[src/design/esb_pkg.sv]
`default_nettype none

package esb_pkg;

    localparam int DATA_W  = 32;
    localparam int ORDER_W = 2;

    localparam logic [ORDER_W-1:0] ORDER_ASC  = 2'd0;
    localparam logic [ORDER_W-1:0] ORDER_DESC = 2'd1;

    typedef enum logic [1:0] {
        ST_LOAD,
        ST_SORT,
        ST_EMIT
    } t_state;

    typedef enum logic [1:0] {
        CELL_HOLD,
        CELL_LOAD,
        CELL_SORT,
        CELL_SHIFT
    } t_cell_op;

    typedef struct packed {
        t_cell_op op;
        logic     phase;
        logic     desc;
    } t_cell_ctl;

endpackage

`default_nettype wire

[src/design/esb_cell.sv]
`default_nettype none

module esb_cell (
    input  wire                                  i_clk,
    input  wire                                  i_rst_n,
    input  esb_pkg::t_cell_ctl                   i_ctl,
    input  wire                                  i_parity,
    input  wire                                  i_wr_en,
    input  wire  signed [esb_pkg::DATA_W-1:0]    i_din,
    input  wire  signed [esb_pkg::DATA_W-1:0]    i_lo_val,
    input  wire                                  i_lo_vld,
    input  wire  signed [esb_pkg::DATA_W-1:0]    i_hi_val,
    input  wire                                  i_hi_vld,
    output logic signed [esb_pkg::DATA_W-1:0]    o_val,
    output logic                                 o_vld
);

    logic signed [esb_pkg::DATA_W-1:0] r_val, n_val;
    logic                              r_vld, n_vld;
    logic                              w_swap_hi, w_swap_lo;

    // pair (a below, b above): swap when b belongs before a
    always_comb begin
        w_swap_hi = r_vld && i_hi_vld &&
                    (i_ctl.desc ? (r_val < i_hi_val) : (i_hi_val < r_val));
        w_swap_lo = r_vld && i_lo_vld &&
                    (i_ctl.desc ? (i_lo_val < r_val) : (r_val < i_lo_val));
    end

    always_comb begin
        n_val = r_val;
        n_vld = r_vld;
        unique case (i_ctl.op)
            esb_pkg::CELL_HOLD: begin
            end
            esb_pkg::CELL_LOAD: begin
                if (i_wr_en) begin
                    n_val = i_din;
                    n_vld = 1'b1;
                end
            end
            esb_pkg::CELL_SORT: begin
                if (i_ctl.phase == i_parity) begin
                    if (w_swap_hi) begin
                        n_val = i_hi_val;
                    end
                end else begin
                    if (w_swap_lo) begin
                        n_val = i_lo_val;
                    end
                end
            end
            esb_pkg::CELL_SHIFT: begin
                n_val = i_hi_val;
                n_vld = i_hi_vld;
            end
            default: begin
            end
        endcase
    end

    always_ff @(posedge i_clk) begin
        r_val <= n_val;
        if (!i_rst_n) begin
            r_vld <= 1'b0;
        end else begin
            r_vld <= n_vld;
        end
    end

    assign o_val = r_val;
    assign o_vld = r_vld;

endmodule

`default_nettype wire

[config.mk]
export PLATFORM = sky130hd
export DESIGN_NAME = esb_cell
export DESIGN_NICKNAME = d
export VERILOG_FILES = /design/src/design/esb_pkg.sv /design/src/design/esb_cell.sv
export SDC_FILE = /design/constraint.sdc
export NUM_CORES = 1
export LEC_CHECK = 0
export ABC_CLOCK_PERIOD_IN_PS = 3540
export BUFFER_PORTS_ARGS = -buffer_cell sky130_fd_sc_hd__buf_4
export CAP_MARGIN = 20
export CORE_MARGIN = 2
export CORE_UTILIZATION = 50
export CTS_BUF_LIST = sky130_fd_sc_hd__clkbuf_4
export DETAILED_ROUTE_END_ITERATION = 10
export GPL_ROUTABILITY_DRIVEN = 1
export PLACE_DENSITY = 0.83
export SLEW_MARGIN = 20
export SYNTH_ARGS = -nofsm -noshare
export SYNTH_HDL_FRONTEND = slang
export SYNTH_SLANG_ARGS = --single-unit
export TNS_END_PERCENT = 30
[constraint.sdc]
create_clock -name i_clk -period 3.54 [get_ports i_clk]
set_input_delay 0.531 -clock i_clk [delete_from_list [all_inputs] [get_ports i_clk]]
set_output_delay 0.531 -clock i_clk [all_outputs]
set_load 0.03 [all_outputs]
==> flow_summary.ini <==
[grt]
grt_start_max_net_pins = 68
antenna_found_initial = 0
overflow = 0
grt_first_pass_wirelength_um = 14500
gr-usage-all-layers = 0.244
grt_pass1_vias = 3288

[synthesis]
synth_cell_types = 39
yosysWarnings = 0
synth-edff-count = 32
ys_ff_latch = 33
synthCells = 376
yosys.area.top_type = edfxtp_1
synth_area_leaders = edfxtp_1 28%, ha_1 24%, mux2i_1 9.7%
ys.flop_type = edfxtp_1
ys_top_cells_by_count = 65 x inv_1, 64 x ha_1, 56 x a21oi_1
synth.avg_cell_area_um2 = 9.03
syn-num-nets = 546
yosysMostFrequentCell = inv_1
synth_top_area_frac = 0.283
async_reset_ff_frac = 0
yosysSeqAreaShare = 0.289
syn_area_um2 = 3400

[setup_path]
critPathArrivalTime_ns = 2.87
cp_data_required_time_ns = 3.58
worstPathMaxFanout = 14
r2r_cells = 10
cp-start-kind = flop
endpoint_kind = flop
path_class = reg -> reg

[clock_network]
cts_max_path_buffers = 2
holdBufCountCts = 0
cts_made_buffers = 5
root_buffer = clkbuf_4
cts_tree = yes
clk_transition_reported_paths_ns = 0.10
cts.repair.resized = 0
cts.sinks = 33
post-cts-setup-buffer-count = 0
h-tree-depth = 2
clock_latency_ns = 0.36

[timing]
worst_pin_slew_ns = 0.666
period_share = 0.797
hold_violations = 0
fin_worst_skew_ns = 0.0207
final-setup-viol-count = 0
slew_headroom = 0.556
fmax_mhz = 354
fin_tns_setup_ns = 0
finalCriticalPeriod_ns = 2.82
rsz0062_at_grt = no
final_max_slew_viol_count = 0

[cells_and_area]
finalNetCount = 684
utilization = 0.684
drive_above_1_share = 0.307
design_area_um2 = 4570
syn_to_final_growth_pct = 34.5
num_antenna_cells = 0

[floorplan]
dieArea_um2 = 7470
initial_core_util = 0.508
fp.dieW_um = 86.4
core.rowCount = 30
die_y_um = 86.4
ios = 139
core_um2 = 6680

[placement]
place_hpwl_um = 7340
place.gp.congestion = 0.891
placed_area_um2 = 4510
placement.io_buffers = 138

[hold_path]
min_path_cells = 2
hp-class = in -> reg

[power_and_ir_drop]
peakVddDrop_v = 0.000181
p_per_area_nw_per_um2 = 289
p_leak_nw = 2.38

[detailed_routing]
post-route-drc-count = 0
viasPerCell = 5.39
ant_nets = 0
dr.first_iter.drc_count = 90
first_pass_iters = 7
wl_um = 8930
vias = 3208
wl_per_cell_um = 15.0

[status]
status = completed

[flow_run]
drv_cap = 0
[area by class of cell]
type,instances,area [um2]
multi-input cells,268,2130
fillers,546,2110
repair buffers,141,1060
flip-flops and latches,33,981
inverters,65,244
well taps,80,100
clock buffers,7,52.6
clock inverters,1,3.75
[flip-flops by register name, indices dropped and copies added (netlist names)]
signal	count
o_val	32
o_vld	1
[where the power goes]
part           switching (mW)  internal [mW]  leakage, nW
registers              0.0317          0.478        0.314
logic                   0.307          0.269         2.04
clock network           0.142         0.0917       0.0338
[layout by cell type, fill, tap and decap left out, types with 3 or more instances in the layout]
cell / instances
edfxtp_1: 32
nand4_1: 7
mux2i_1: 33
nand2_1: 14
o211ai_1: 3
xnor2_1: 3
inv_1: 65
a21o_1: 11
ha_1: 64
clkbuf_4: 7
and4_1: 7
a21oi_1: 56
nor2b_1: 3
nor2_1: 34
o21ai_0: 6
nand3_1: 5
buf_4: 141
[per-layer routing]
layer | part of all wire | global-route usage | up-vias | wire length (um)
li1 | - | - | 1622 | -
met1 | 0.40 | 0.284 | 1456 | 3590
met2 | 0.51 | 0.448 | 114 | 4580
met3 | 0.065 | 0.0457 | 16 | 577
met4 | 0.020 | 0.0795 | 0 | 175
met5 | 0 | 0 | - | 0
[cell families (layout without fill, tap and decap cells)]
kind of cell | after synthesis | after routing | share of synthesized area
compound gates | 88 | 88 | 0.161
simple gates | 79 | 79 | 0.121
buf+inv | 75 | 214 | 0.0862
fa+ha+maj | 64 | 64 | 0.236
mux | 33 | 33 | 0.0972
flops | 33 | 33 | 0.289
xor+xnor | 4 | 4 | 0.0103
[worst paths after layout]
path | from | endpoint | slack (ns)
worst min register to register | o_vld$_SDFFE_PN0P_ | o_vld$_SDFFE_PN0P_ | 0.63
worst min-delay path | i_rst_n | o_vld$_SDFFE_PN0P_ | 0.45
worst max register to register | o_val[14]$_DFFE_PP_ | o_val[25]$_DFFE_PP_ | 0.72
worst max-delay path | o_val[14]$_DFFE_PP_ | o_val[25]$_DFFE_PP_ | 0.72
[per-stage QoR]
step | instances | setup slack, ns | hold slack, ns | power (mW)
after floorplan | 376 | 0.527 | 0.678 | 0.857
after CTS | 595 | 0.676 | 0.432 | 1.32
after global routing | 595 | 0.562 | 0.419 | 1.41
after detailed placement | 587 | 0.470 | 0.606 | 1.09
after global placement | 587 | 0.557 | 0.572 | 1.07
final | 595 | 0.718 | 0.445 | 1.32
[worst max-delay path, cell delays in order (launching register included)]
cell,delay [ns]
edfxtp_1,0.44
inv_1,0.08
ha_1,0.26
a21oi_1,0.17
nand2_1,0.07
a21o_1,0.18
o41ai_2,0.34
o2111ai_2,0.16
xnor2_1,0.18
a211o_1,0.34
buf_4,0.30
No activity file was read; power rests on OpenSTA's default activity.
